### src/hw/rtl/mono_bitmap_to_lcd_bytes_macros.svh
// Assertion helpers for the RTL that checks itself.
`ifndef MONO_BITMAP_TO_LCD_BYTES_MACROS_SVH
`define MONO_BITMAP_TO_LCD_BYTES_MACROS_SVH

// Same-cycle implication, sampled on i_clk, off during reset.
`define MBL_ASSERT_NOW(label, clk, rst_n, ante, cons, msg) \
    label: assert property (@(posedge clk) disable iff (!rst_n) (ante) |-> (cons)) \
        else $error(msg);

// Next-cycle implication, sampled on i_clk, off during reset.
`define MBL_ASSERT_NEXT(label, clk, rst_n, ante, cons, msg) \
    label: assert property (@(posedge clk) disable iff (!rst_n) (ante) |=> (cons)) \
        else $error(msg);

`endif

### src/hw/rtl/mbl_pkg.sv
package mbl_pkg;

    // Fixed field widths
    localparam int unsigned BYTE_W    = 8;
    localparam int unsigned INDEX_W   = 13;
    localparam int unsigned DIM_W     = 9;
    localparam int unsigned CFG_IDX_W = 2;
    localparam int unsigned COL_W     = 6;   // stored byte within a row
    localparam int unsigned USED_W    = 7;   // used bytes / stored bytes per row
    localparam int unsigned CNT_W     = 4;   // bytes left in a burst, up to 8
    localparam int unsigned WORD_W    = 64;

    // Register indexes
    localparam logic [CFG_IDX_W-1:0] REG_IMAGE_WIDTH  = 2'd0;
    localparam logic [CFG_IDX_W-1:0] REG_IMAGE_HEIGHT = 2'd1;
    localparam logic [CFG_IDX_W-1:0] REG_ORIENTATION  = 2'd2;

    // Orientation codes
    localparam logic ORIENT_VERTICAL   = 1'b0;
    localparam logic ORIENT_HORIZONTAL = 1'b1;

    // Reset values of the registers
    localparam logic [DIM_W-1:0] RST_IMAGE_WIDTH  = 9'd128;
    localparam logic [DIM_W-1:0] RST_IMAGE_HEIGHT = 9'd64;

    // Item held between the store read and the write-back
    typedef struct packed {
        logic [BYTE_W-1:0]  row_byte;
        logic               store_en;   // vertical mode, used byte
        logic               clear;      // first row of a page
        logic [2:0]         page_row;
        logic               horiz;
        logic [CNT_W-1:0]   n_bytes;    // results caused by this beat
        logic               img_last;
        logic [INDEX_W-1:0] base_idx;
    } t_s1;

endpackage

### src/hw/rtl/mbl_in_if.sv
interface mbl_in_if import mbl_pkg::*; ();
    logic              valid;
    logic              ready;
    logic [BYTE_W-1:0] row_byte;

    modport source (output valid, output row_byte, input ready);
    modport sink   (input valid, input row_byte, output ready);
endinterface

### src/hw/rtl/mbl_out_if.sv
interface mbl_out_if import mbl_pkg::*; ();
    logic               valid;
    logic               ready;
    logic [BYTE_W-1:0]  out_byte;
    logic [INDEX_W-1:0] out_index;
    logic               run_last;
    logic               image_last;

    modport source (output valid, output out_byte, output out_index, output run_last,
                    output image_last, input ready);
    modport sink   (input valid, input out_byte, input out_index, input run_last,
                    input image_last, output ready);
endinterface

### src/hw/rtl/mono_bitmap_to_lcd_bytes.sv
// Channel   Dir  Payload                                    Beat
// i_in      in   row_byte                                   one stored bitmap byte
// o_out     out  out_byte, out_index, run_last, image_last  one display byte
// i_cfg_*   in   index, data                                write, no read-back
//
// An input byte is taken each cycle unless the merge stage waits; its page store read
// is registered in the merge stage, where the entry is merged and written back.
// Horizontal bytes leave one per cycle while o_out is ready. A page row burst holds
// up to 8 output beats, so an item that releases output waits while the burst drains.
// Reset is synchronous and needs no clearing pass: the first row of each page
// overwrites its entries. Output stalls back up into the input via the merge stage.
`include "mono_bitmap_to_lcd_bytes_macros.svh"

module mono_bitmap_to_lcd_bytes import mbl_pkg::*; #(
    parameter int unsigned MAX_WIDTH  = 256,
    parameter int unsigned MAX_HEIGHT = 256
) (
    input  logic                  i_clk,
    input  logic                  i_rst_n,
    input  logic                  i_cfg_we,
    input  logic [CFG_IDX_W-1:0]  i_cfg_index,
    input  logic [DIM_W-1:0]      i_cfg_data,
    mbl_in_if.sink                i_in,
    mbl_out_if.source             o_out
);

    localparam int unsigned PAGE_COLS = (MAX_WIDTH + 7) / 8;
    localparam int unsigned AW        = (PAGE_COLS > 1) ? $clog2(PAGE_COLS) : 1;
    localparam int unsigned DIM_MAX   = (1 << DIM_W) - 1;
    localparam logic [DIM_W-1:0] W_CAP =
        DIM_W'((MAX_WIDTH > DIM_MAX) ? DIM_MAX : MAX_WIDTH);
    localparam logic [DIM_W-1:0] H_CAP =
        DIM_W'((MAX_HEIGHT > DIM_MAX) ? DIM_MAX : MAX_HEIGHT);

    // Configuration and position
    logic [DIM_W-1:0] r_image_width, r_image_height;
    logic             r_orient;
    logic [COL_W-1:0] r_byte_in_row, n_byte_in_row;
    logic [DIM_W-1:0] r_row_count, n_row_count;

    // Page store
    logic [WORD_W-1:0] r_page_store [PAGE_COLS];
    logic [WORD_W-1:0] r_rd_data;
    logic [AW-1:0]     rd_addr, r_s1_addr;
    logic              rd_en, wr_en;
    logic [WORD_W-1:0] wr_data;

    // Merge stage
    logic    r_s1_valid;
    t_s1     r_s1, s1_in;
    logic    s1_go;

    // Output burst
    logic [WORD_W-1:0]  r_seq_word, n_seq_word;
    logic [CNT_W-1:0]   r_seq_cnt, n_seq_cnt;
    logic [INDEX_W-1:0] r_seq_idx, n_seq_idx;
    logic               r_seq_img, n_seq_img;
    logic               seq_free, out_beat;

    // Derived geometry
    logic [DIM_W-1:0]    w_eff, h_eff;
    logic [USED_W-1:0]   used_bytes, row_len;
    logic                last_row, used_byte, last_used, page_out;
    logic [DIM_W-1:0]    cols_left;
    logic [DIM_W-1:0]    mul_a, mul_b;
    logic [2*DIM_W-1:0]  product;
    logic [INDEX_W-1:0]  idx_ofs;
    logic [USED_W-1:0]   next_col;
    logic                in_beat;

    // Clamp the dimensions
    always_comb begin
        if (r_image_width == '0) begin
            w_eff = DIM_W'(1);
        end else if (r_image_width > W_CAP) begin
            w_eff = W_CAP;
        end else begin
            w_eff = r_image_width;
        end
        if (r_image_height == '0) begin
            h_eff = DIM_W'(1);
        end else if (r_image_height > H_CAP) begin
            h_eff = H_CAP;
        end else begin
            h_eff = r_image_height;
        end
    end

    // Round up with one spare bit so the widest register value cannot overflow
    assign used_bytes = USED_W'(({1'b0, w_eff} + (DIM_W+1)'(7)) >> 3);
    assign row_len    = USED_W'((({1'b0, w_eff} + (DIM_W+1)'(31)) >> 5) << 2);
    assign last_row   = (r_row_count == h_eff - DIM_W'(1));
    assign used_byte  = (USED_W'(r_byte_in_row) < used_bytes);
    assign last_used  = (USED_W'(r_byte_in_row) == used_bytes - USED_W'(1));
    assign page_out   = (r_row_count[2:0] == 3'd7) || last_row;
    assign cols_left  = w_eff - {r_byte_in_row, 3'b000};

    // Base index: page * width + 8j, or row * used + j
    always_comb begin
        if (r_orient == ORIENT_HORIZONTAL) begin
            mul_a   = r_row_count;
            mul_b   = DIM_W'(used_bytes);
            idx_ofs = INDEX_W'(r_byte_in_row);
        end else begin
            mul_a   = r_row_count >> 3;
            mul_b   = w_eff;
            idx_ofs = INDEX_W'({r_byte_in_row, 3'b000});
        end
    end
    assign product = mul_a * mul_b;

    // Build the merge stage item
    always_comb begin
        s1_in.row_byte = i_in.row_byte;
        s1_in.store_en = (r_orient == ORIENT_VERTICAL) && used_byte;
        s1_in.clear    = (r_row_count[2:0] == 3'd0);
        s1_in.page_row = r_row_count[2:0];
        s1_in.horiz    = (r_orient == ORIENT_HORIZONTAL);
        s1_in.img_last = last_row && last_used;
        s1_in.base_idx = INDEX_W'(product) + idx_ofs;
        if (!used_byte) begin
            s1_in.n_bytes = '0;
        end else if (r_orient == ORIENT_HORIZONTAL) begin
            s1_in.n_bytes = CNT_W'(1);
        end else if (!page_out) begin
            s1_in.n_bytes = '0;
        end else if (cols_left >= DIM_W'(8)) begin
            s1_in.n_bytes = CNT_W'(8);
        end else begin
            s1_in.n_bytes = CNT_W'(cols_left);
        end
    end

    // Handshake
    assign out_beat   = o_out.valid && o_out.ready;
    assign seq_free   = (r_seq_cnt == '0) || ((r_seq_cnt == CNT_W'(1)) && o_out.ready);
    assign s1_go      = r_s1_valid && ((r_s1.n_bytes == '0) || seq_free);
    assign i_in.ready = !r_s1_valid || s1_go;
    assign in_beat    = i_in.valid && i_in.ready;

    // Advance the row and column counters
    assign next_col = USED_W'(r_byte_in_row) + USED_W'(1);
    always_comb begin
        n_byte_in_row = r_byte_in_row;
        n_row_count   = r_row_count;
        if (in_beat) begin
            if (next_col >= row_len) begin
                n_byte_in_row = '0;
                if (last_row) begin
                    n_row_count = '0;
                end else begin
                    n_row_count = r_row_count + DIM_W'(1);
                end
            end else begin
                n_byte_in_row = COL_W'(next_col);
            end
        end
    end

    // Configuration registers and position
    always_ff @(posedge i_clk) begin
        if (!i_rst_n) begin
            r_image_width  <= RST_IMAGE_WIDTH;
            r_image_height <= RST_IMAGE_HEIGHT;
            r_orient       <= ORIENT_VERTICAL;
            r_byte_in_row  <= '0;
            r_row_count    <= '0;
        end else if (i_cfg_we) begin
            case (i_cfg_index)
                REG_IMAGE_WIDTH: begin
                    r_image_width <= i_cfg_data;
                    r_byte_in_row <= '0;
                    r_row_count   <= '0;
                end
                REG_IMAGE_HEIGHT: begin
                    r_image_height <= i_cfg_data;
                    r_byte_in_row  <= '0;
                    r_row_count    <= '0;
                end
                REG_ORIENTATION: begin
                    r_orient      <= i_cfg_data[0];
                    r_byte_in_row <= '0;
                    r_row_count   <= '0;
                end
                default: begin
                    r_byte_in_row <= n_byte_in_row;
                    r_row_count   <= n_row_count;
                end
            endcase
        end else begin
            r_byte_in_row <= n_byte_in_row;
            r_row_count   <= n_row_count;
        end
    end

    // Page store: read on accept, write back from the merge stage
    assign rd_en   = in_beat && s1_in.store_en;
    assign rd_addr = AW'(r_byte_in_row);
    assign wr_en   = s1_go && r_s1.store_en;

    always_comb begin
        wr_data = r_s1.clear ? '0 : r_rd_data;
        for (int k = 0; k < 8; k++) begin
            if (r_s1.row_byte[7-k]) begin
                wr_data[k*8 + int'(r_s1.page_row)] = 1'b1;
            end
        end
    end

    always_ff @(posedge i_clk) begin
        if (wr_en) begin
            r_page_store[r_s1_addr] <= wr_data;
        end
        if (rd_en) begin
            r_rd_data <= r_page_store[rd_addr];
        end
    end

    // Merge stage register
    always_ff @(posedge i_clk) begin
        if (!i_rst_n) begin
            r_s1_valid <= 1'b0;
        end else if (in_beat) begin
            r_s1_valid <= 1'b1;
        end else if (s1_go) begin
            r_s1_valid <= 1'b0;
        end
    end

    always_ff @(posedge i_clk) begin
        if (in_beat) begin
            r_s1      <= s1_in;
            r_s1_addr <= rd_addr;
        end
    end

    // Output burst: load from the merge stage, shift a byte out per beat
    always_comb begin
        n_seq_word = r_seq_word;
        n_seq_cnt  = r_seq_cnt;
        n_seq_idx  = r_seq_idx;
        n_seq_img  = r_seq_img;
        if (s1_go && (r_s1.n_bytes != '0)) begin
            n_seq_word = r_s1.horiz ? WORD_W'(r_s1.row_byte) : wr_data;
            n_seq_cnt  = r_s1.n_bytes;
            n_seq_idx  = r_s1.base_idx;
            n_seq_img  = r_s1.img_last;
        end else if (out_beat) begin
            n_seq_word = r_seq_word >> 8;
            n_seq_cnt  = r_seq_cnt - CNT_W'(1);
            n_seq_idx  = r_seq_idx + INDEX_W'(1);
        end
    end

    always_ff @(posedge i_clk) begin
        if (!i_rst_n) begin
            r_seq_cnt <= '0;
        end else begin
            r_seq_cnt <= n_seq_cnt;
        end
        r_seq_word <= n_seq_word;
        r_seq_idx  <= n_seq_idx;
        r_seq_img  <= n_seq_img;
    end

    // Drive the output beat
    assign o_out.valid      = (r_seq_cnt != '0);
    assign o_out.out_byte   = r_seq_word[BYTE_W-1:0];
    assign o_out.out_index  = r_seq_idx;
    assign o_out.run_last   = (r_seq_cnt == CNT_W'(1));
    assign o_out.image_last = r_seq_img && (r_seq_cnt == CNT_W'(1));

    // Checks
    `MBL_ASSERT_NOW(a_no_rw_clash, i_clk, i_rst_n, rd_en && wr_en,
        rd_addr != r_s1_addr, "page store read and write hit one entry")
    `MBL_ASSERT_NEXT(a_s1_hold, i_clk, i_rst_n, r_s1_valid && !s1_go,
        r_s1_valid && $stable(r_rd_data), "merge stage lost its read data while stalled")
    `MBL_ASSERT_NEXT(a_burst_load, i_clk, i_rst_n, s1_go && (r_s1.n_bytes != '0),
        r_seq_cnt == $past(r_s1.n_bytes), "burst count not loaded from merge stage")

endmodule

### src/flat_wrapper.sv
// flat-port wrapper written by rule: the top's interface ports become plain ports
module mono_bitmap_to_lcd_bytes_flat import mbl_pkg::*;
#(
    parameter int unsigned MAX_WIDTH  = 256,
    parameter int unsigned MAX_HEIGHT = 256
)
  (i_clk, i_rst_n, i_cfg_we, i_cfg_index, i_cfg_data, i_in_valid, i_in_row_byte, i_in_ready, o_out_valid, o_out_out_byte, o_out_out_index, o_out_run_last, o_out_image_last, o_out_ready);
  mbl_in_if i_in_i ();
  mbl_out_if o_out_i ();
  input  logic i_clk;
  input  logic i_rst_n;
  input  logic i_cfg_we;
  input  logic [CFG_IDX_W-1:0] i_cfg_index;
  input  logic [DIM_W-1:0] i_cfg_data;
  input wire logic [$bits(i_in_i.valid)-1:0] i_in_valid;
  input wire logic [$bits(i_in_i.row_byte)-1:0] i_in_row_byte;
  output wire logic [$bits(i_in_i.ready)-1:0] i_in_ready;
  output wire logic [$bits(o_out_i.valid)-1:0] o_out_valid;
  output wire logic [$bits(o_out_i.out_byte)-1:0] o_out_out_byte;
  output wire logic [$bits(o_out_i.out_index)-1:0] o_out_out_index;
  output wire logic [$bits(o_out_i.run_last)-1:0] o_out_run_last;
  output wire logic [$bits(o_out_i.image_last)-1:0] o_out_image_last;
  input wire logic [$bits(o_out_i.ready)-1:0] o_out_ready;
  assign i_in_i.valid = i_in_valid;
  assign i_in_i.row_byte = i_in_row_byte;
  assign i_in_ready = i_in_i.ready;
  assign o_out_valid = o_out_i.valid;
  assign o_out_out_byte = o_out_i.out_byte;
  assign o_out_out_index = o_out_i.out_index;
  assign o_out_run_last = o_out_i.run_last;
  assign o_out_image_last = o_out_i.image_last;
  assign o_out_i.ready = o_out_ready;
  mono_bitmap_to_lcd_bytes #(.MAX_WIDTH(MAX_WIDTH), .MAX_HEIGHT(MAX_HEIGHT)) u_core (.i_clk(i_clk), .i_rst_n(i_rst_n), .i_cfg_we(i_cfg_we), .i_cfg_index(i_cfg_index), .i_cfg_data(i_cfg_data), .i_in(i_in_i), .o_out(o_out_i));
endmodule
### config.mk
export PLATFORM = sky130hd
export DESIGN_NAME = mono_bitmap_to_lcd_bytes_flat
export DESIGN_NICKNAME = d
export VERILOG_FILES = /design/src/hw/rtl/mbl_pkg.sv /design/src/hw/rtl/mbl_in_if.sv /design/src/hw/rtl/mbl_out_if.sv /design/src/hw/rtl/mono_bitmap_to_lcd_bytes.sv /design/src/flat_wrapper.sv
export VERILOG_INCLUDE_DIRS = /design/src /design/src/hw/rtl
export SDC_FILE = /design/constraint.sdc
export NUM_CORES = 2
export LEC_CHECK = 0
export BUFFER_PORTS_ARGS = -buffer_cell sky130_fd_sc_hd__buf_4
export CAP_MARGIN = 20
export CORE_UTILIZATION = 45
export CTS_BUF_LIST = sky130_fd_sc_hd__clkbuf_8
export CTS_CLUSTER_DIAMETER = 30
export DETAILED_ROUTE_END_ITERATION = 10
export PLACE_DENSITY_LB_ADDON = 0.12
export RECOVER_POWER = 25
export SLEW_MARGIN = 20
export SYNTH_ARGS = -nofsm -noshare
export SYNTH_HDL_FRONTEND = slang
export SYNTH_SLANG_ARGS = --single-unit
### constraint.sdc
create_clock -name i_clk -period 7.1 [get_ports i_clk]
set_input_delay 1.42 -clock i_clk [delete_from_list [all_inputs] [get_ports i_clk]]
set_output_delay 1.42 -clock i_clk [all_outputs]
set_load 0.01 [all_outputs]
==> results_dict.tcl <==
set metrics [dict create \
    max_slew_margin_pct -182 \
    setup_tns_ns 0 \
    clock_skew_ns 0.0721 \
    numCtsBuffers 475 \
    root_buffer "clkbuf_8" \
    cts_buffer_depth 4 \
    seqPwrFrac_pct 47.3 \
    worstMarginPinSlew_ns 4.23 \
    crit_required_ns 7.94 \
    top_level_ports 49 \
    status "finished, violations left" \
    drt_first_pass_iters 6 \
    layout.nets 5035 \
    dp_hpwl_um 125000 \
    hold_end "u_core.r_seq_img$_DFFE_PP_" \
    rows 164 \
    vdd_drop_max_mv 0.211 \
    port_buffers 48 \
    p_sw_mw 7.81 \
    r2r_start "u_core.r_byte_in_row[1]$_SDFF_PN0_" \
    die_h_um 452 \
    ys_seq_elements 2266 \
    powerDensity_nw_per_um2 314 \
    worstSetupPathType "flip-flop to flip-flop" \
    wl_um 243000 \
    drive_above_1_share_pct 29.4 \
    cts_tree "yes" \
    dp.cells 7084 \
    syn_to_final_growth_pct 15.8 \
    drc 0 \
    core_area_um2 200000 \
    grt_overflow 0 \
    clock_latency_ns 1.09 \
    fillCellCount 15818 \
    cp-start-kind "flip-flop" \
    postCtsSetupBuffers 0 \
    hold_viol 0 \
    synth.distinct_cells 75 \
    setup_viol 0 \
    rr_worst_depth 7 \
    failed_checks "capacitance limit, slew limit" \
    grt_max_degree 146 \
    final_antenna_net_count 0 \
    p_clk_share_pct 44.7 \
    end_kind "flip-flop" \
    routedWlPerCell_um 30.6 \
    cts-htree-levels 5 \
    holdPathStages 0 \
    critical_path_peak_fanout 57 \
    async_flop_share_pct 0 \
    drtIter0Drc 5293 \
    p_sw_share_pct 23.5 \
    syn_avg_cell_area_um2 20.3 \
    max-cap-violations 17 \
    reg2reg_to "u_core.r_rd_data[17]$_DFFE_PP_" \
    rrSetupSlack_ns 0.61 \
    grtUsageTotal_pct 23.9 \
    start_util_pct 45.5 \
    p_leak_nw 35.2 \
    grt_antenna_before_repair 3 \
    grt_pass1_vias 47933 \
    clk_pin_slew_ns 0.06 \
    cts_hold_buf 0 \
    finalCriticalPeriod_ns 6.49 \
    cts.sink_count 2266 \
    hold_start "u_core.r_s1[13]$_DFFE_PP_" \
    cts_resized 0 \
    maxSlewViolCount 697 \
    fin_crit_sh_pct 91.4 \
    gp_congestion 0.834 \
    ys.flop_type "edfxtp_1" \
    max_clock_freq_ghz 0.154 \
    die_w_um 452 \
    vias 46231 \
    combPwrFrac_pct 8.0 \
    arrival_ns 7.33 \
    internal_power_mw 25.4 \
    via_per_inst 5.82 \
    yosysSeqAreaShare_pct 74.2 \
    syn_inst 4498 \
    synth_warnings 0 \
    synth.cell_area_um2 91200 \
    syn-num-nets 4628 \
    synth-edff-count 2227 \
    rsz0062_at_grt "no" \
    min_path_type "flip-flop to flip-flop" \
    dieArea_um2 204000 \
    stdcell_count 7943 \
    grt_pass1_wl_um 345000 \
]
[power by group through the flow]
stage	combinational [mW]	sequential, mW	clock (mW)
final	2.65	15.7	14.8
after CTS	2.67	15.7	15.1
after detailed placement	2.67	15.9	0
after global routing	2.84	15.7	15.7
after global placement	2.64	15.9	0
after floorplan	1.69	15.8	0
[layout by cell type, fill, tap and decap left out, types with 33 or more instances in the layout]
master,instances
mux4_2,640
nand3_1,41
nor2_4,33
bufinv_16,73
fa_1,48
nor2_1,85
ha_1,58
a21oi_1,47
buf_4,124
clkinv_1,100
dfxtp_1,35
edfxtp_1,2227
o31ai_1,49
clkinv_2,85
nand2_1,388
o21ai_0,55
clkbuf_8,478
inv_1,262
o21a_1,54
xnor2_1,38
[state kept, by name (all words and copies together), names as in the netlist]
| register | count |
|---|---|
| u_core.o_out.out_index | 13 |
| u_core.r_byte_in_row | 6 |
| u_core.r_image_height | 9 |
| u_core.r_image_width | 9 |
| u_core.r_orient | 1 |
| u_core.r_page_store | 2048 |
| u_core.r_rd_data | 64 |
| u_core.r_row_count | 9 |
| u_core.r_s1 | 32 |
| u_core.r_s1_addr | 5 |
| u_core.r_s1_valid | 1 |
| u_core.r_seq_cnt | 4 |
| u_core.r_seq_img | 1 |
| u_core.r_seq_word | 64 |
[critical path: stages, from the launching register on]
cell	delay, ns
dfxtp_4	0.51
buf_4	0.66
clkbuf_1	2.95
buf_4	0.92
mux4_2	0.44
mux4_2	0.53
nand2_1	0.09
nand2_1	0.06
[per-layer routing]
| layer | vias up | share of wire, % | routed length, µm | global-route usage [%] |
|---|---|---|---|---|
| met5 | - | 0.0045 | 11 | 0 |
| met4 | 2 | 2.5 | 6030 | 7.40 |
| met3 | 370 | 6.9 | 16900 | 4.99 |
| met2 | 1774 | 49 | 119000 | 38.4 |
| met1 | 24952 | 42 | 102000 | 33.0 |
| li1 | 19133 | - | - | - |
[cell type report]
type	instances	area, µm²	area share, %
Antenna cell	3	7.51	0.00711
Clock buffer	478	6580	6.23
Clock inverter	378	3690	3.50
Inverter	197	749	0.710
Multi-Input combinational cell	1788	22000	20.9
Sequential cell	2266	67700	64.1
Tap cell	2656	3320	3.15
Timing Repair Buffer	177	1550	1.46
[kinds of logic after synthesis]
family / count (synthesis) / share of synthesized area, %
DFF: 2266 / 74.2
and+or+nand+nor: 686 / 3.31
muxes: 669 / 16.1
buffers and inverters: 444 / 1.97
AOI/OAI and AO/OA: 269 / 2.00
adders and majority gates: 106 / 1.85
xor gates and xnor gates: 57 / 0.562
other: 1 / 0.00411
[worst max path at each step]
stage | from | endpoint | slack [ns]
after floorplan | u_core.r_image_width[8]$_SDFFE_PN0P_ | u_core.r_s1[12]$_DFFE_PP_ | 1.42
after global placement | u_core.r_image_width[5]$_SDFFE_PN0P_ | u_core.r_s1[12]$_DFFE_PP_ | 0.88
after detailed placement | u_core.r_image_width[5]$_SDFFE_PN0P_ | u_core.r_s1[12]$_DFFE_PP_ | 0.86
after CTS | u_core.r_image_width[5]$_SDFFE_PN0P_ | u_core.r_s1[12]$_DFFE_PP_ | 0.81
after global routing | u_core.r_byte_in_row[0]$_SDFF_PN0_ | u_core.r_rd_data[25]$_DFFE_PP_ | 0.31
final | u_core.r_byte_in_row[1]$_SDFF_PN0_ | u_core.r_rd_data[17]$_DFFE_PP_ | 0.61
[Yosys cell counts, types with 4 or more instances]
master,number,share of area [%]
nand2_1,388,1.6
fa_1,48,1.1
or2_2,8,0.055
mux4_2,640,16
dfxtp_1,39,0.86
a211oi_1,6,0.049
nor4_1,5,0.034
nor2b_1,18,0.12
inv_1,193,0.79
and3b_1,4,0.038
o21ai_0,56,0.31
nor2_1,119,0.49
nand2b_1,14,0.096
ha_1,58,0.80
xnor2_1,38,0.36
nand3_1,41,0.22
xor2_1,18,0.17
or4_1,4,0.033
nor3_1,19,0.10
buf_4,10,0.082
edfxtp_1,2227,73
o211ai_1,4,0.033
and3_1,12,0.082
and2_1,10,0.069
or3_1,5,0.034
nand3b_1,7,0.058
mux2i_1,26,0.29
a21oi_1,47,0.26
buf_2,32,0.18
o31ai_1,49,0.40
buf_1,70,0.29
nand4_1,9,0.062
a211o_1,5,0.048
a22oi_1,7,0.058
clkbuf_1,130,0.54
nor3b_1,13,0.11
a31o_1,5,0.048
o21a_1,54,0.44
a31oi_1,5,0.034
[through the flow]
stage	power, mW	cell area [µm²]	setup slack, ns	hold slack (ns)	utilization [%]
2_1_floorplan	17.5	91200	1.42	0.400	-
3_3_place_gp	18.6	95500	0.878	0.404	47.6
3_5_place_dp	18.6	95500	0.856	0.415	47.7
4_1_cts	33.5	106000	0.807	0.384	52.8
5_1_grt	34.3	106000	0.313	0.430	52.7
6_report	33.2	106000	0.609	0.417	52.7
Note: power is estimated with default switching activity, not from simulation.
